**src/design/otrl_pkg.sv**
```systemverilog
// ------------------------------------------------------------------------
// otrl_pkg
// shared types, codes and widths of the two-tier operation rate limiter
// ------------------------------------------------------------------------
package otrl_pkg;

	// default sizing
	localparam int unsigned DEF_USER_SLOTS   = 256;
	localparam int unsigned DEF_MEMBER_SLOTS = 1024;
	localparam int unsigned DEF_TIME_BITS    = 32;

	// fixed field widths
	localparam int unsigned CMD_W       = 2;
	localparam int unsigned USER_SLOT_W = 8;
	localparam int unsigned MEM_SLOT_W  = 10;
	localparam int unsigned CNT_W       = 16;
	localparam int unsigned NOW_W       = 32;
	localparam int unsigned KINDS       = 3;

	// stream and register port widths
	localparam int unsigned S_TDATA_W = 88;
	localparam int unsigned S_TUSER_W = CMD_W;
	localparam int unsigned M_TDATA_W = 56;
	localparam int unsigned APB_DW    = 32;
	localparam int unsigned PADDR_W   = 5;
	localparam int unsigned REG_IDX_W = 3;

	// operation kinds
	localparam logic [CMD_W-1:0] CMD_KICK = 2'd0;
	localparam logic [CMD_W-1:0] CMD_MODE = 2'd1;
	localparam logic [CMD_W-1:0] CMD_PROP = 2'd2;

	// which counter tripped
	localparam logic [1:0] TIER_NONE    = 2'd0;
	localparam logic [1:0] TIER_SERVER  = 2'd1;
	localparam logic [1:0] TIER_CHANNEL = 2'd2;

	// register indexes
	localparam logic [REG_IDX_W-1:0] REG_KICK_COUNT = 3'd0;
	localparam logic [REG_IDX_W-1:0] REG_KICK_TIME  = 3'd1;
	localparam logic [REG_IDX_W-1:0] REG_MODE_COUNT = 3'd2;
	localparam logic [REG_IDX_W-1:0] REG_MODE_TIME  = 3'd3;
	localparam logic [REG_IDX_W-1:0] REG_PROP_COUNT = 3'd4;
	localparam logic [REG_IDX_W-1:0] REG_PROP_TIME  = 3'd5;
	localparam logic [REG_IDX_W-1:0] REG_OPER_EXEMPT = 3'd6;

	// a limit: operations per window and window length
	typedef struct packed {
		logic [CNT_W-1:0] count;
		logic [CNT_W-1:0] window;
	} lim_t;

	// updated counter and trip flag
	typedef struct packed {
		logic [CNT_W-1:0] count;
		logic             over;
	} tick_res_t;

endpackage

```
**src/design/otrl_slot_map.sv**
```systemverilog
// ------------------------------------------------------------------------
// otrl_slot_map
// reduces a slot modulo the slot count and forms the table index
// ------------------------------------------------------------------------
module otrl_slot_map
	import otrl_pkg::*;
#(
	parameter int unsigned SLOT_W = 8,
	parameter int unsigned SLOTS  = 256,
	parameter int unsigned ADDR_W = 10
) (
	input  logic              clk,
	input  logic              start,
	input  logic [SLOT_W-1:0] slot,
	input  logic [CMD_W-1:0]  cmd,
	output logic [ADDR_W-1:0] idx
);

	// quotient by reciprocal, exact for every SLOT_W-bit slot
	localparam int unsigned K   = SLOT_W + $clog2(SLOTS);
	localparam int unsigned M_W = K + 1;
	localparam int unsigned D_W = $clog2(SLOTS + 1);
	localparam longint unsigned RECIP = ((64'd1 << K) + SLOTS - 1) / SLOTS;
	localparam logic [M_W-1:0] RECIP_V = M_W'(RECIP);
	localparam logic [D_W-1:0] SLOTS_V = D_W'(SLOTS);

	logic [SLOT_W+M_W-1:0] prod;
	logic [SLOT_W+D_W-1:0] qd;
	logic [SLOT_W-1:0]     rem;
	logic [SLOT_W+1:0]     idx_full;

	logic [SLOT_W-1:0] slot_s1;
	logic [SLOT_W-1:0] q_s1;
	logic [CMD_W-1:0]  cmd_s1;
	logic [ADDR_W-1:0] idx_s2;

	assign prod     = (SLOT_W+M_W)'(slot) * (SLOT_W+M_W)'(RECIP_V);
	assign qd       = (SLOT_W+D_W)'(q_s1) * (SLOT_W+D_W)'(SLOTS_V);
	assign rem      = slot_s1 - qd[SLOT_W-1:0];
	// slot * 3 + kind
	assign idx_full = ({2'b00, rem} << 1) + {2'b00, rem} + (SLOT_W+2)'(cmd_s1);

	always_ff @(posedge clk) begin
		if (start) begin
			slot_s1 <= slot;
			q_s1    <= prod[K +: SLOT_W];
			cmd_s1  <= cmd;
		end
		idx_s2 <= ADDR_W'(idx_full);
	end

	assign idx = idx_s2;

endmodule

```
**config.mk**
```make
export PLATFORM = sky130hd
export DESIGN_NAME = otrl_slot_map
export DESIGN_NICKNAME = d
export VERILOG_FILES = /design/src/design/otrl_pkg.sv /design/src/design/otrl_slot_map.sv
export SDC_FILE = /design/constraint.sdc
export NUM_CORES = 1
export LEC_CHECK = 0
export ABC_AREA = 1
export BUFFER_PORTS_ARGS = -buffer_cell sky130_fd_sc_hd__buf_2
export CORE_MARGIN = 1
export CORE_UTILIZATION = 59
export CTS_BUF_LIST = sky130_fd_sc_hd__clkbuf_8
export CTS_CLUSTER_SIZE = 10
export DETAILED_ROUTE_END_ITERATION = 8
export GPL_ROUTABILITY_DRIVEN = 0
export PLACE_DENSITY = 0.85
export SETUP_SLACK_MARGIN = 0.3
export SYNTH_ARGS = -nofsm -noshare
export SYNTH_HDL_FRONTEND = slang
export SYNTH_SLANG_ARGS = --single-unit
```
**constraint.sdc**
```tcl
create_clock -name clk -period 5.05 [get_ports clk]
set_input_delay 1.01 -clock clk [delete_from_list [all_inputs] [get_ports clk]]
set_output_delay 1.01 -clock clk [all_outputs]
set_load 0.02 [all_outputs]
```
## Yosys cells after proc, flatten, opt, wreduce, memory -nomap -nowiden

Cells that the tools add are included.
W data, S select, Z words.

- Output and inout port bits: 10
- Register bits: 20
- Logic and storage cells: 5
- Bits of input ports: 12

- $add $sub $neg: 2

Operators with widths:

| operator | number |
|---|---|
| $add A10 B2 Y10 | 1 |
| $add A9 B8 Y10 | 1 |

## Logic depth before layout (Yosys ltp)

- Depth in word-level cells: 2
- Mapped depth: 11

## Worst setup path after synthesis

OpenSTA, ideal clock, no wires.

- Path type: reg2reg
- Start point: register slot_s1[0]
- End point: register idx_s2[7], in the netlist idx[7]
- Cell stages (with the launch flop): 12
- Path slack: 3032 ps
- Setup time: 112 ps
- Data arrival time: 1906 ps
- Data required time: 4938 ps
- Clock period less this slack: 2018 ps
- Cells stage by stage: edfxtp_1 -> inv_1 -> fa_1 -> inv_1 -> ha_1 -> fa_1 -> nand2_1 -> nand2_1 -> nand3b_1 -> nand2_1 -> nand2_1 -> nand2_1

- Word-level cells in the longest chain between the ends: 2

RTL lines:

| item | RTL line | RTL |
|---|---|---|
| from (decl) | otrl_slot_map.sv:32 | `logic [SLOT_W-1:0] slot_s1;` |
| from (signal assigned) | otrl_slot_map.sv:45 | `slot_s1 <= slot;` |
| $add A9 B8 Y10 | otrl_slot_map.sv:41 | `assign idx_full = ({2'b00, rem} << 1) + {2'b00, rem} + (SLOT_W+2)'(cmd_s1);` |
| $add A10 B2 Y10 | otrl_slot_map.sv:41 |  |
| named net idx_full[7] | otrl_slot_map.sv:30 | `logic [SLOT_W+1:0] idx_full;` |
| to (signal assigned) | otrl_slot_map.sv:49 | `idx_s2 <= ADDR_W'(idx_full);` |
| to (decl) | otrl_slot_map.sv:35 | `logic [ADDR_W-1:0] idx_s2;` |

The timed path passes the listed nets, and every way through them passes these cells.
A chain may end at the register's enable or synchronous reset.

## Worst setup path in the final report

Ends and elaborated chain as after synthesis.

==> flow_metrics.tcl <==
set metrics [dict create \
    synth.most_common_cell "nand2_1" \
    worstSetupPathType "reg2reg" \
    met2_length_um 576 \
    synth_flop_cell "edfxtp_1" \
    fmax_mhz 461 \
    ys_types 17 \
    finalSetupViolCount 0 \
    diodes 0 \
    drc 0 \
    clkTransAtPathRegs_ns 0.07 \
    grt-ovfl-total 0 \
    ys_seq_area_share_pct 50.3 \
    syn_to_final_growth_pct 19.7 \
    cts_sinks 20 \
    vias 639 \
    required_ns 5.20 \
    die_h_um 43.1 \
    grt_setup_unrepaired "no" \
    detail_route.wl_per_cell_um 9.04 \
    fillers 93 \
    grt_pass1_vias 545 \
    fin_crit_ns 2.17 \
    cts_root_buffer "clkbuf_8" \
    gr-usage-all-layers_pct 15.4 \
    netlist_instances 93 \
    first_pass_iters 4 \
    final_antenna_net_count 0 \
    nNetsFinal 149 \
    dpl.cell_count 130 \
    synth_top_cells_by_count "nand2_1, ha_1, inv_1, dfxtp_1, edfxtp_1" \
    final_max_slew_viol_count 0 \
    synth_area_leaders "edfxtp_1, dfxtp_1, ha_1" \
    reg2regPathDepth 11 \
    end_kind "register" \
    start_util_pct 64.5 \
    synth_edf_count 10 \
    grt_max_degree 13 \
    met3_length_um 64 \
    htreeDepth 1 \
    synth_fp_nets 123 \
    r2r_slack_ns 2.88 \
    hold_buffers 0 \
    finalHoldViolations 0 \
    fin_tns_setup_ns 0 \
    syn-cell-area_um2 995 \
    drt_iter0_markers 8 \
    cp-startpoint "slot_s1[0]" \
    post_cts_buffers 0 \
    cts_buffers 3 \
    start_kind "register" \
    period_share_pct 43.0 \
    via_per_inst 4.77 \
    ir_worst_vdd_mv 0.428 \
    synth.avg_cell_area_um2 10.7 \
    drt-total-wl_um 1210 \
    die_w_um 43.1 \
    antenna_found_initial 0 \
    slew_headroom_pct 87.1 \
    r2r_start "slot_s1[0]" \
    worstPathArrival_ns 2.32 \
    place_hpwl_um 956 \
    crit_end "idx[7]" \
    status "completed" \
    hold_class "reg2reg" \
    ctsResizeCount 0 \
    final_cells 134 \
    ys_warn_count 0 \
    worst_slew_pin_slew_ns 0.194 \
    synth_top_area_share_pct 30.2 \
    wl_met1_um 560 \
    power.density_mw_per_mm2 435 \
    top_layer "met4" \
    ys_ff_latch 20 \
    final.setup.worst_slack_ns 2.88 \
    async_reset_ff_share_pct 0 \
    cts_buffer_depth 2 \
    cts_tree "built" \
    grt_pass1_wl_um 2010 \
    rr_endpoint "idx[7]" \
    place_ws_ns 2.92 \
    die_area_mm2 0.00185 \
    clk_latency_ns 0.25 \
    io_pins 22 \
    synth_top_area_cell "edfxtp_1" \
    core-area_mm2 0.00154 \
    placement_rows 14 \
    finish.utilization_pct 77.3 \
    numPortBuffers 21 \
    fin_skew_ns 0.00333 \
    p_leak_uw 0.000625 \
    drive_gt1_share_pct 24.6 \
    max-cap-violations 0 \
    cp_max_fo 2 \
]
-- layout by cell type, fill, tap and decap left out, drive strengths merged, types with 3 or more instances in the layout --
master	synthesis	layout
edfxtp	10	10
nand2	24	24
buf	0	21
dfxtp	10	10
ha	16	16
clkbuf	0	3
nand3	4	4
nor2	3	3
inv	15	15
-- through the flow --
| step | total power, µW | hold slack [ns] | instance area [µm²] |
|---|---|---|---|
| after floorplan | 325 | 0.437 | 995 |
| after global placement | 363 | 0.443 | 1120 |
| after detailed placement | 366 | 0.451 | 1120 |
| after CTS | 522 | 0.468 | 1190 |
| after global routing | 548 | 0.477 | 1190 |
| final | 518 | 0.467 | 1190 |
-- cells by family after synthesis --
group	count (synthesis)	share of synthesized area (%)
AOI/OAI and AO/OA	2	1.01
xor gates and xnor gates	3	2.64
adders and majority gates	18	24.2
buffers and inverters	15	5.66
DFF	20	50.3
and+or+nand+nor	35	16.2
-- worst min-delay path by stage --
stage	start	to	slack, ns	cells past startpoint
floorplan	cmd_s1[0]	idx[0]	0.44	1
global route	cmd_s1[0]	idx[0]	0.48	1
global placement	cmd_s1[0]	idx[0]	0.44	1
CTS	cmd_s1[0]	idx[0]	0.47	1
detailed placement	cmd_s1[0]	idx[0]	0.45	1
finish	cmd_s1[0]	idx[0]	0.47	1
-- final cells by class --
type                    count  area [µm²]  share of cell area (%)
clock inverters             1        30.0                    2.52
clock buffers               3        41.3                    3.47
well taps                  16        20.0                    1.68
inverters                  15        56.3                    4.73
multi-input cells          58         438                    36.8
repair buffers             21         105                    8.82
flip-flops and latches     20         500                    42.0
-- metal layers --
layer / track usage (%) / vias to the layer above
met5: 0 / -
met4: 10.9 / 0
met3: 3.83 / 2
met2: 23.6 / 25
met1: 18.7 / 267
li1: - / 345
-- worst max-delay path: stages, from the launching register on --
cell,delay [ns]
edfxtp_1,0.37
inv_1,0.07
fa_1,0.53
inv_1,0.04
ha_1,0.21
fa_1,0.40
nand2_1,0.09
nand2_1,0.07
nand3b_1,0.11
nand2_1,0.08
nand2_1,0.06
nand2_1,0.04
-- state kept, by name (all words and copies together), names as in the netlist --
signal	flops
idx	10
cmd_s1	2
slot_s1	8
-- power by group --
group          internal, µW  switching [µW]  total, µW
registers               204            7.90        212
clock network           106            48.8        154
logic                  59.2            92.0        151
Note: power is estimated with default switching activity, not from simulation.
