--- src/design/otrl_pkg.sv ---
// ------------------------------------------------------------------------
// otrl_pkg
// shared types, codes and widths of the two-tier operation rate limiter
// ------------------------------------------------------------------------
package otrl_pkg;

	// default sizing
	localparam int unsigned DEF_USER_SLOTS   = 256;
	localparam int unsigned DEF_MEMBER_SLOTS = 1024;
	localparam int unsigned DEF_TIME_BITS    = 32;

	// fixed field widths
	localparam int unsigned CMD_W       = 2;
	localparam int unsigned USER_SLOT_W = 8;
	localparam int unsigned MEM_SLOT_W  = 10;
	localparam int unsigned CNT_W       = 16;
	localparam int unsigned NOW_W       = 32;
	localparam int unsigned KINDS       = 3;

	// stream and register port widths
	localparam int unsigned S_TDATA_W = 88;
	localparam int unsigned S_TUSER_W = CMD_W;
	localparam int unsigned M_TDATA_W = 56;
	localparam int unsigned APB_DW    = 32;
	localparam int unsigned PADDR_W   = 5;
	localparam int unsigned REG_IDX_W = 3;

	// operation kinds
	localparam logic [CMD_W-1:0] CMD_KICK = 2'd0;
	localparam logic [CMD_W-1:0] CMD_MODE = 2'd1;
	localparam logic [CMD_W-1:0] CMD_PROP = 2'd2;

	// which counter tripped
	localparam logic [1:0] TIER_NONE    = 2'd0;
	localparam logic [1:0] TIER_SERVER  = 2'd1;
	localparam logic [1:0] TIER_CHANNEL = 2'd2;

	// register indexes
	localparam logic [REG_IDX_W-1:0] REG_KICK_COUNT = 3'd0;
	localparam logic [REG_IDX_W-1:0] REG_KICK_TIME  = 3'd1;
	localparam logic [REG_IDX_W-1:0] REG_MODE_COUNT = 3'd2;
	localparam logic [REG_IDX_W-1:0] REG_MODE_TIME  = 3'd3;
	localparam logic [REG_IDX_W-1:0] REG_PROP_COUNT = 3'd4;
	localparam logic [REG_IDX_W-1:0] REG_PROP_TIME  = 3'd5;
	localparam logic [REG_IDX_W-1:0] REG_OPER_EXEMPT = 3'd6;

	// a limit: operations per window and window length
	typedef struct packed {
		logic [CNT_W-1:0] count;
		logic [CNT_W-1:0] window;
	} lim_t;

	// updated counter and trip flag
	typedef struct packed {
		logic [CNT_W-1:0] count;
		logic             over;
	} tick_res_t;

endpackage

--- src/design/otrl_tick.sv ---
// ------------------------------------------------------------------------
// otrl_tick
// fixed-window counter update: restart, saturating increment, limit check
// ------------------------------------------------------------------------
module otrl_tick
	import otrl_pkg::*;
#(
	parameter int unsigned TIME_BITS = 32
) (
	input  logic [TIME_BITS-1:0] now,
	input  logic [TIME_BITS-1:0] start,
	input  logic [CNT_W-1:0]     count,
	input  lim_t                 lim,
	output logic [TIME_BITS-1:0] new_start,
	output tick_res_t            res
);

	logic [TIME_BITS-1:0] diff;
	logic                 restart;
	logic [CNT_W-1:0]     base;

	// wraps modulo the time width
	assign diff    = now - start;
	assign restart = diff >= TIME_BITS'(lim.window);
	assign base    = restart ? '0 : count;

	assign new_start = restart ? now : start;
	assign res.count = (base == '1) ? base : base + CNT_W'(1);
	assign res.over  = res.count > lim.count;

endmodule

--- config.mk ---
export PLATFORM = sky130hd
export DESIGN_NAME = otrl_tick
export DESIGN_NICKNAME = d
export VERILOG_FILES = /design/src/design/otrl_pkg.sv /design/src/design/otrl_tick.sv
export SDC_FILE = /design/constraint.sdc
export NUM_CORES = 1
export LEC_CHECK = 0
export BUFFER_PORTS_ARGS = -buffer_cell sky130_fd_sc_hd__buf_2
export CAP_MARGIN = 0
export CORE_AREA = 2 2 88 90
export DETAILED_ROUTE_END_ITERATION = 8
export DIE_AREA = 0 0 90 92
export GPL_ROUTABILITY_DRIVEN = 0
export PLACE_DENSITY = 0.83
export SETUP_SLACK_MARGIN = 0.1
export SYNTH_ARGS = -nofsm -noshare
export SYNTH_HDL_FRONTEND = slang
export SYNTH_SLANG_ARGS = --single-unit
--- constraint.sdc ---
create_clock -name vclk -period 11.5
set_input_delay 1.725 -clock vclk [all_inputs]
set_output_delay 1.725 -clock vclk [all_outputs]
set_load 0.01 [all_outputs]
== Word level (Yosys, flattened, before mapping) ==
Cells that the tools add are included.

* Logic and storage cells: 8
* Register bits: 0
* Output and inout port bits: 49

* $lt $le $gt $ge: 2
* Multiplexer cells: 3
* Eq/ne operators: 1
* $add $sub $neg: 2

{| class="wikitable"
|+ Operators by type and width
! cell !! count
|-
| $ge A32 B16 Y1 || 1
|-
| $mux W16 || 2
|-
| $mux W32 || 1
|-
| $sub A32 B32 Y32 || 1
|-
| $add A16 B1 Y16 const B || 1
|-
| $eq A16 B16 Y1 const B || 1
|-
| $gt A16 B16 Y1 || 1
|}

== Logic depth before layout (Yosys ltp) ==
Gate-level depths: netlist of the first run.

* Word-level depth: 6
* Mapped depth: 43
* Gate-level depth less buffers: 40

== Worst setup path after synthesis of the first run ==
No wires, ideal clock.

* Path kind: input-to-output
* Start point: input start[4]
* End point: output res[0] (netlist name)
* Stages on the path: 41
* Data arrival time: 8.752 ns
* Path slack: 1.023 ns
* Cells stage by stage: inv_1 -> ha_1 -> a21o_1 -> a31oi_1 -> nand2_1 -> a21o_1 -> a21o_1 -> nand3_1 -> nand2_1 -> xor2_1 -> ha_1 -> a21o_1 -> a21oi_1 -> nor2b_1 -> a2111oi_0 -> o22ai_1 -> and4bb_1 -> o2111a_1 -> (+5 left out) -> nor2_1 -> ha_1 -> nand2_1 -> or3_1 -> nor2_1 -> nor4b_1 -> mux2_2 -> ha_1 -> nor2b_1 -> o21a_1 -> o21a_1 -> o21a_1 -> o21a_1 -> o21ai_0 -> nand2b_1 -> a21oi_1 -> or3_1 -> a21oi_1

{| class="wikitable"
|+ RTL lines
! item !! RTL line !! text
|-
| start, declared || otrl_tick.sv:11 || <nowiki>input logic [TIME_BITS-1:0] start,</nowiki>
|-
| end, declared || otrl_tick.sv:15 || <nowiki>output tick_res_t res</nowiki>
|}

==> results of run 1 <==
-- per-stage QoR --
stage | utilization (%) | hold WS [ns] | cell area, um^2 | power [mW] | instances
global placement | 59.66 | 3.774 | 4443 | 0.1789 | 753
floorplan | - | 3.585 | 3625 | 0.1285 | 503
global route | 59.96 | 3.786 | 4466 | 0.2125 | 753
finish | 59.96 | 3.774 | 4466 | 0.1890 | 753
CTS | 59.66 | 3.777 | 4443 | 0.1863 | 753
detailed placement | 59.66 | 3.776 | 4443 | 0.1850 | 753
-- critical path: cells and delay by family --
| kind | cells | cell delay [ns] |
|---|---|---|
| mux | 1 | 0.38 |
| buf+inv | 2 | 0.25 |
| fa+ha+maj | 4 | 1.15 |
| compound gates | 16 | 2.69 |
| simple gates | 15 | 2.73 |
| xor+xnor | 1 | 0.15 |
-- area by class of cell --
cell class / count / area [um^2]
multi-input combinational: 419 / 3262
inverter: 70 / 262.8
tap: 102 / 127.6
timing repair buffer: 162 / 813.3
fill: 708 / 2982
-- cells by family (layout without fill, tap and decap cells) --
| kind of cell | after synthesis | count (layout) | share of synthesized area [%] |
|---|---|---|---|
| compound gates | 119 | 119 | 21.16 |
| mux | 37 | 37 | 14.64 |
| xor+xnor | 32 | 32 | 7.732 |
| buf+inv | 84 | 232 | 10.67 |
| fa+ha+maj | 65 | 65 | 22.64 |
| simple gates | 166 | 166 | 23.16 |
-- power groups by stage --
stage	combinational, mW	clock, mW	sequential, mW
3_5_place_dp	0.185	0	0
4_1_cts	0.186	0	0
2_1_floorplan	0.129	0	0
3_3_place_gp	0.179	0	0
6_report	0.189	0	0
5_1_grt	0.213	0	0
-- layout by cell type, fill, tap and decap left out, types with 5 or more instances in the layout --
cell | synthesis | layout
nor2b_1 | 10 | 10
and3_1 | 5 | 5
nor2_1 | 46 | 46
inv_1 | 70 | 70
o21ai_0 | 28 | 28
nand4_1 | 17 | 17
nand2b_1 | 7 | 7
nand3_1 | 16 | 16
mux2_4 | 31 | 31
a21oi_1 | 36 | 36
xor2_1 | 18 | 18
xnor2_1 | 14 | 14
nor3_1 | 11 | 11
or3_1 | 8 | 8
nand2_1 | 31 | 31
o21a_1 | 9 | 9
a21o_1 | 12 | 12
a31oi_1 | 5 | 5
buf_2 | 0 | 161
ha_1 | 64 | 64
-- layer usage --
| layer | vias to the layer above | wire (um) | GRT usage, % | part of all wire, % |
|---|---|---|---|---|
| met5 | - | 0 | 0 | 0 |
| met4 | 0 | 131 | 3.590 | 1.3 |
| met3 | 12 | 784 | 3.615 | 7.9 |
| met2 | 153 | 4898 | 43.48 | 50 |
| met1 | 1867 | 4050 | 26.70 | 41 |
| li1 | 2101 | - | - | - |
-- path summary, 6_finish.rpt --
check / from / endpoint
setup / recovery: now[4] / res[0]
hold / removal: start[25] / new_start[25]
==> summary.txt, run 1 <==
Synth
  • Gate Count Post-Synth: between 500 and 600
  • Area leader, netlist: ha_1
  • Post-synth top cells: inv_1 (70), ha_1 (64), nor2_1 (46), a21oi_1 (36)
  • Top-count cell post-synth: inv_1
  • Ys Warns: 0
  • Syn nets: slightly below 700
  • Synth Cell Area: 0.003625 mm^2
  • Post-synth top area share: 22.09%
  • Post-synth cell types: 58
  • Average size of a mapped cell: ~7.2 um^2
  • Most area-consuming cells after synthesis: ha_1 (22%), mux2_4 (13%), inv_1 (7.2%)
  • Post-synthesis sequential area ratio: 0%

Floorplanning
  • Cell Rows: 32
  • Die span in y: between 90 and 100 um
  • Starting density of the core: slightly below 50%
  • Core area: roughly 0.0074 mm^2
  • DIE WIDTH: 90 um
  • Die ar.: between 0.008 and 0.009 mm^2
  • Boundary Pins: 161

GRT
  • Largest net degree at the start of global routing: 48
  • First-pass GRT wire length: 16570 um
  • Initial antenna violation count: 0
  • GRT overflow: 0
  • GRT Util Overall: 22.62%
  • Number of global-route vias before repair: 3986

Critical path
  • Crit path kind: input pin to output pin
  • WP data arrival: around 9.1 ns
  • WP data required: 9.78 ns
  • Startpoint Class: input pin
  • Slowest-stage cell, CP: or4_4
  • Max stage delay on crit path: approximately 0.57 ns
  • Crit end category: output pin
  • Crit path max fanout: 5

Layout
  • Clock buffer count: 0
  • Layout area overhead: 23.20%
  • Layout cells sized above 1: between 30% and 40%
  • Seq_cells: 0
  • Diodes inserted: 0
  • Register area: 0 um^2
  • Final nets: 830

Power
  • Sequential power share: 0%
  • Net Switching: just over 0.1 mW
  • Sw frac: 53.68%
  • Maximum vdd drop: ~0.023 mV
  • Static leakage: between 2 and 3 nW
  • Design internal power: 0.08754 mW
  • Power Density: roughly 42 mW/mm^2
  • Clock share of power: 0%
  • Combinational share of power: 100.0%

STA
  • Final setup TNS: 0 ns
  • Final Critical Period: ~11 ns
  • Final hold vios: 0
  • Max transition margin: 51.16%
  • Final WS setup: 0.6815 ns
  • Final setup violation count: 0
  • Final worst path period share: a little over nine tenths
  • Setup repair after global routing missed its margin: no
  • Worst-margin pin slew: ~0.73 ns
  • Final Max Tran Viols: 0
  • F_max: slightly above 90 MHz

CTS
  • Post-CTS sizing: 0
  • # Post-CTS Setup Buffers: 0
  • CTS Hold Bufs: 0

Drt
  • Via count: between 4000 and 5000
  • DR pass1 iterations: 4
  • Drt total wl: 9865 um
  • 1st-iter DRT viols: roughly 220
  • Vias per inst: ~5.5
  • Drt drc: 0
  • Final ANT Viol Nets: 0
  • Drt wl/cell: approximately 13 um

Run
  • Max Cap Viol: 0

Placed design
  • Port bufs: 161
  • Post-DP HPWL: 8602 um
  • Setup WS pre-CTS: between 0.4 and 0.5 ns

Hold path
  • WHS Path Cells: 3
  • Hold WC Path Type: input pin to output pin

Status
  • Outcome: finished clean
No activity file was read; power rests on OpenSTA's default activity.
==> run 2, diff against run 1 <==
--- a/config.mk
+++ b/config.mk
@@ -7,12 +7,13 @@
 export LEC_CHECK = 0
 export BUFFER_PORTS_ARGS = -buffer_cell sky130_fd_sc_hd__buf_2
 export CAP_MARGIN = 0
-export CORE_AREA = 2 2 88 90
+export CORE_AREA = 2 2 92 94
 export DETAILED_ROUTE_END_ITERATION = 8
-export DIE_AREA = 0 0 90 92
+export DIE_AREA = 0 0 94 96
 export GPL_ROUTABILITY_DRIVEN = 0
-export PLACE_DENSITY = 0.83
+export PLACE_DENSITY = 0.8
 export SETUP_SLACK_MARGIN = 0.1
+export SKIP_LAST_GASP = 1
 export SYNTH_ARGS = -nofsm -noshare
 export SYNTH_HDL_FRONTEND = slang
 export SYNTH_SLANG_ARGS = --single-unit
==> constraint.sdc (replaced) <==
create_clock -name vclk -period 9
set_input_delay 1.35 -clock vclk [all_inputs]
set_output_delay 1.35 -clock vclk [all_outputs]
set_load 0.01 [all_outputs]
==> run 2 against run 1 <==
The run now ends with setup timing left. Worst hold slack got worse by 0.75 ns. Cell area grew 13%. Sequential share of layout area did not move. Global-route usage increased by 0.077 points. Cell count is 9.4% higher. Non-clock buffer count grew 68. Sequential cell count unchanged. Routed wire length rose by 8.9%. First-iteration DRC count fell by 52%. Clock-buffer cell count did not move. Power increased by 48%. Critical endpoint unchanged. Largest cell class unchanged. Highest routed layer unchanged.
==> summary.txt, run 2 (synthesis gave the netlist of run 1 again) <==
Critical path
  • Crit-path most repeated cell: o21a_1
  • Max stage delay on crit path: 0.56 ns (about the same)
  • Startpoint Class: input pin
  • WP data required: 7.65 ns (-2.13 ns)
  • Slowest-stage cell, CP: or4_4
  • Setup crit start: now[0]
  • Crit end category: output pin
  • Crit path kind: input pin to output pin
  • Crit path max fanout: 4 (-1)
  • WP data arrival: 8.07 ns (-1.02 ns)

STA
  • WHS: 3.024 ns (-0.7505 ns)
  • Worst-margin pin slew: 0.7449 ns (+0.01223 ns)
  • Final worst path period share: 104.7%
  • Final hold vios: 0 (unchanged)
  • Final Max Tran Viols: 0 (unchanged)
  • Max transition margin: 50.34% (-0.82 points)
  • Final Critical Period: between 9 and 10 ns
  • Setup repair after global routing missed its margin: yes
  • F_max: roughly 110 MHz
  • Final WS setup: -0.4190 ns (-1.101 ns)
  • Final setup violation count: 1 (+1)

Layout
  • Final nets: 898 (+8.2%)
  • Clock buffer count: 0 (unchanged)
  • Most common cell after layout, fill and taps aside: buf_2
  • Fin cells: 824 (+9.4%)
  • Layout cells sized above 1: 40.06% (+8.3 points)
  • Seq_cells: 0 (unchanged)
  • Layout area overhead: 39.77%
  • Diodes inserted: 0 (unchanged)
  • Layout Utilization: 62.92% (+3.0 points)
  • Multi-input gate area: 0.003348 mm^2 (+2.6%)
  • # fillers: 740 (+4.5%)
  • Register area: 0 um^2 (unchanged)
  • Most frequent cells in the layout: buf_2 (161), inv_1 (70), buf_4 (69)

GRT
  • Number of global-route vias before repair: 4294 (+7.7%)
  • GRT overflow: 0 (unchanged)
  • Initial antenna violation count: 0 (unchanged)
  • GRT Util Overall: 22.70% (+0.077 points)
  • Largest net degree at the start of global routing: 48 (unchanged)
  • First-pass GRT wire length: 17550 um (+5.9%)

Power
  • Net Switching: 0.1414 mW (+39%)
  • Combinational share of power: 100.0% (about the same)
  • Clock share of power: 0% (unchanged)
  • Static leakage: 2.910 nW (+13%)
  • Design internal power: 0.1390 mW (+59%)
  • Sw frac: 50.43% (-3.3 points)
  • Sequential power share: 0% (unchanged)
  • Maximum vdd drop: 0.02869 mV (+23%)
  • Power Density: 55.35 mW/mm^2 (+31%)

Drt
  • Vias per inst: 5.351 (-2.5%)
  • DR pass1 iterations: 4 (unchanged)
  • Via count: 4409 (+6.7%)
  • Drt wl/cell: 13.04 um (-0.49%)
  • Final ANT Viol Nets: 0 (unchanged)
  • 1st-iter DRT viols: 106 (-52%)
  • Drt total wl: 10740 um (+8.9%)
  • Drt drc: 0 (unchanged)

CTS
  • CTS Hold Bufs: 0 (unchanged)

Hold path
  • Hold Crit Start: start[17]
  • WHS Path Cells: 3 (unchanged)
  • Worst Hold Path EP: new_start[17]
  • Hold WC Path Type: input pin to output pin

Placed design
  • Post-DP HPWL: 9370 um (+8.9%)
  • Setup WS pre-CTS: -0.8234 ns (-1.240 ns)
  • # placed instances: 820 (+8.9%)
  • Port bufs: 161 (unchanged)

Floorplanning
  • Starting density of the core: 45.02% (-3.7 points)
  • DIE WIDTH: 94 um (+4.4%)
  • Cell Rows: 33 (+3.1%)
  • Die ar.: 0.009024 mm^2 (+9.0%)
  • Die span in y: 96 um (+4.3%)
  • Core area: 0.008051 mm^2 (+8.1%)
  • Boundary Pins: 161 (unchanged)

Status
  • Outcome: finished, violations left
  • Failing checks: setup timing

Run
  • Max Cap Viol: 0 (unchanged)
## run 2: cell count changes in the layout (fill, tap and decap cells not counted), sizes merged
cell	delta
buf	+68
## run 2: worst max path at each step
stage	slack (ns)	end
2_1_floorplan	-0.33	res[0]
5_1_grt	-1.02	res[0]
4_1_cts	-0.41	res[0]
3_3_place_gp	-0.59	res[0]
6_report	-0.42	res[0]
3_5_place_dp	-0.82	res[0]
## run 2: per-layer routing
layer	share of wire, %	track usage (%)	up-vias
met2	53	44.94	153
met4	1.4	5.314	0
li1	-	-	2230
met1	40	26.32	2008
met5	0	0	-
met3	5.5	1.644	18
## run 2: what timing repair did
action | in CTS | in global routing
pin swaps | 9 | 0
setup endpoints to repair | 1 | 1
setup buffers | 4 | 0
resized for setup | 7 | 2
## run 2: cell type report
type | count | area share, %
tap | 105 | 2.593
multi-input combinational | 419 | 66.09
timing repair buffer | 230 | 26.13
inverter | 70 | 5.186
## run 2: power groups by stage
stage / logic [mW] / clock network [mW] / registers (mW)
3_5_place_dp: 0.271 / 0 / 0
6_report: 0.280 / 0 / 0
2_1_floorplan: 0.167 / 0 / 0
4_1_cts: 0.278 / 0 / 0
3_3_place_gp: 0.260 / 0 / 0
5_1_grt: 0.313 / 0 / 0
## run 2: per-stage QoR
step | setup TNS [ns] | area, um^2 | power [mW]
2_1_floorplan | -0.3329 | 3695 | 0.1667
3_3_place_gp | -0.5944 | 4997 | 0.2603
3_5_place_dp | -0.8234 | 4997 | 0.2709
4_1_cts | -0.4106 | 5059 | 0.2779
5_1_grt | -1.019 | 5066 | 0.3135
6_report | -0.4190 | 5066 | 0.2804
## run 2: worst max-delay path: cells and delay by family
kind | cells | cell delay [ns]
AND/OR/NAND/NOR | 14 | 2.49
AO/OA/AOI/OAI | 14 | 2.15
adder cells (fa/ha/maj) | 5 | 1.16
buffers and inverters | 4 | 0.44
multiplexers | 1 | 0.35
XOR/XNOR | 1 | 0.14
==> run 3, diff against run 2 <==
--- a/config.mk
+++ b/config.mk
@@ -7,11 +7,11 @@
 export LEC_CHECK = 0
 export BUFFER_PORTS_ARGS = -buffer_cell sky130_fd_sc_hd__buf_2
 export CAP_MARGIN = 0
-export CORE_AREA = 2 2 92 94
+export CORE_AREA = 2 2 108 68
 export DETAILED_ROUTE_END_ITERATION = 8
-export DIE_AREA = 0 0 94 96
+export DIE_AREA = 0 0 110 70
 export GPL_ROUTABILITY_DRIVEN = 0
-export PLACE_DENSITY = 0.8
+export PLACE_DENSITY = 0.9
 export SETUP_SLACK_MARGIN = 0.1
 export SKIP_LAST_GASP = 1
 export SYNTH_ARGS = -nofsm -noshare
==> constraint.sdc (replaced) <==
create_clock -name vclk -period 12.1
set_input_delay 1.815 -clock vclk [all_inputs]
set_output_delay 1.815 -clock vclk [all_outputs]
set_load 0.01 [all_outputs]
==> run 3 against run 2 <==
The flow now finishes without violations. Critical path depth increased by 1. Global-route usage increased by 2.2 points. Clock-buffer cell count unchanged. Critical endpoint unchanged. Combinational power decreased by 35%. Routed wire length decreased by 7.0%. First-iteration DRC count increased by 150%. Worst hold slack improved by 0.93 ns.
==> summary.txt, run 3 (synthesis gave the netlist of run 1 again) <==
Drt
  • Via count: 4196 (-4.8%)
  • Final ANT Viol Nets: 0 (unchanged)
  • Drt total wl: 9994 um (-7.0%)
  • DR pass1 iterations: 5 (+1)
  • 1st-iter DRT viols: 263 (+150%)
  • Vias per inst: 5.655 (+5.7%)
  • Drt drc: 0 (unchanged)
  • Drt wl/cell: 13.47 um (+3.3%)

Layout
  • Diodes inserted: 0 (unchanged)
  • Layout area overhead: 22.26%
  • Register area: 0 um^2 (unchanged)
  • Most frequent cells in the layout: buf_2 (161), inv_1 (70), ha_1 (64)
  • Seq_cells: 0 (unchanged)
  • Layout cells sized above 1: 31.34% (-8.7 points)
  • Clock buffer count: 0 (unchanged)
  • Final Cell Area: 0.004432 mm^2 (-13%)
  • Most common cell after layout, fill and taps aside: buf_2
  • Final nets: 830 (-7.6%)

Power
  • Power Density: 40.74 mW/mm^2 (-26%)
  • Static leakage: 2.569 nW (-12%)
  • Combinational share of power: 100.0% (about the same)
  • Maximum vdd drop: 0.02487 mV (-13%)
  • Sw frac: 54.26% (+3.8 points)
  • Clock share of power: 0% (unchanged)
  • Design internal power: 0.08259 mW (-41%)
  • Net Switching: 0.09798 mW (-31%)
  • Sequential power share: 0% (unchanged)

Floorplanning
  • Die ar.: 0.007700 mm^2 (-15%)
  • Starting density of the core: 52.71% (+7.7 points)
  • Boundary Pins: 161 (unchanged)
  • Cell Rows: 24 (-27%)
  • DIE WIDTH: 110 um (+17%)
  • Core area: 0.006877 mm^2 (-15%)
  • Die span in y: 70 um (-27%)

Placed design
  • Port bufs: 161 (unchanged)
  • Dpl cell area: 0.004429 mm^2 (-11%)
  • Post-DP HPWL: 8673 um (-7.4%)

Hold path
  • Hold WC Path Type: input pin to output pin
  • Hold Crit Start: start[26]
  • WHS Path Cells: 3 (unchanged)
  • Worst Hold Path EP: new_start[26]

Critical path
  • Startpoint Class: input pin
  • Crit path kind: input pin to output pin
  • Crit end category: output pin
  • Crit path max fanout: 17 (+13)
  • WP data arrival: 9.46 ns (+1.39 ns)
  • Slowest-stage cell, CP: or4_4
  • WP data required: 10.28 ns (+2.63 ns)
  • Max stage delay on crit path: 0.69 ns (+0.13 ns)

STA
  • F_max: 88.71 MHz
  • Final hold vios: 0 (unchanged)
  • Worst-margin pin slew: 0.5767 ns (-0.1682 ns)
  • Max transition margin: 61.22% (+11 points)
  • Final Max Tran Viols: 0 (unchanged)
  • Final Critical Period: around 11 ns
  • Final setup violation count: 0 (-1)
  • Final worst path period share: 93.16%
  • Final setup TNS: 0 ns (+0.4190 ns)
  • Setup repair after global routing missed its margin: no

GRT
  • Initial antenna violation count: 0 (unchanged)
  • GRT overflow: 0 (unchanged)
  • GRT Util Overall: 24.86% (+2.2 points)
  • Number of global-route vias before repair: 3873 (-9.8%)
  • Largest net degree at the start of global routing: 34 (-29%)
  • First-pass GRT wire length: 16410 um (-6.5%)

CTS
  • CTS Hold Bufs: 0 (unchanged)

Run
  • Max Cap Viol: 0 (unchanged)

Status
  • Outcome: finished clean
-- run 3: cell count changes in the layout (fill, tap and decap cells not counted), moves of 2 or more --
| cell | change |
|---|---|
| a21oi_2 | -3 |
| buf_4 | -68 |
| ha_4 | -2 |
| nor2_2 | -2 |
| ha_1 | +4 |
| ha_2 | -2 |
| a21oi_1 | +3 |
| nor2_1 | +2 |
-- run 3: layer usage --
metal	GRT usage, %	share of wire, %	wire length [um]	up-vias
met2	43.42	45	4502	202
met5	0	0	0	-
li1	-	-	-	2095
met4	2.672	0.72	72	0
met1	34.15	46	4582	1891
met3	1.867	8.4	837	8
-- run 3: cell type report --
class                      instances  area (um^2)
fill                             604         2445
inverter                          70        262.8
multi-input combinational        419         3242
tap                               91        113.9
timing repair buffer             162        813.3
-- run 3: how the worst max path moves through the flow --
| stage | from | endpoint | cells after the start |
|---|---|---|---|
| after floorplan | start[4] | res[0] | 41 |
| after global placement | start[4] | res[0] | 40 |
| after detailed placement | start[4] | res[0] | 40 |
| after CTS | start[4] | res[0] | 40 |
| after global routing | start[4] | res[0] | 40 |
| final | start[4] | res[0] | 40 |
-- run 3: worst max-delay path: cells and delay by family --
family	cells	cell delay (ns)
AND/OR/NAND/NOR	15	2.86
XOR/XNOR	1	0.16
multiplexers	1	0.39
AO/OA/AOI/OAI	16	2.80
buffers and inverters	3	0.27
adder cells (fa/ha/maj)	4	1.15
-- run 3: power by group through the flow --
stage,clock [mW],sequential (mW),combinational (mW)
after floorplan,0,0,0.122
after global placement,0,0,0.170
after detailed placement,0,0,0.177
after CTS,0,0,0.178
after global routing,0,0,0.202
final,0,0,0.181
-- run 3: timing repair --
action,CTS,global route
buffers inserted,0,0
setup endpoints to repair,0,1
resized for setup,0,1
-- run 3: per-stage QoR --
stage	setup WS (ns)	total power, mW	instances	utilization, %	hold slack (ns)
after CTS	0.5778	0.1782	742	64.41	3.954
after floorplan	1.443	0.1221	503	-	3.765
final	0.8275	0.1806	742	64.45	3.952
after global placement	0.9196	0.1700	742	64.41	3.954
after global routing	0.1722	0.2020	742	64.45	3.966
after detailed placement	0.5948	0.1771	742	64.41	3.954
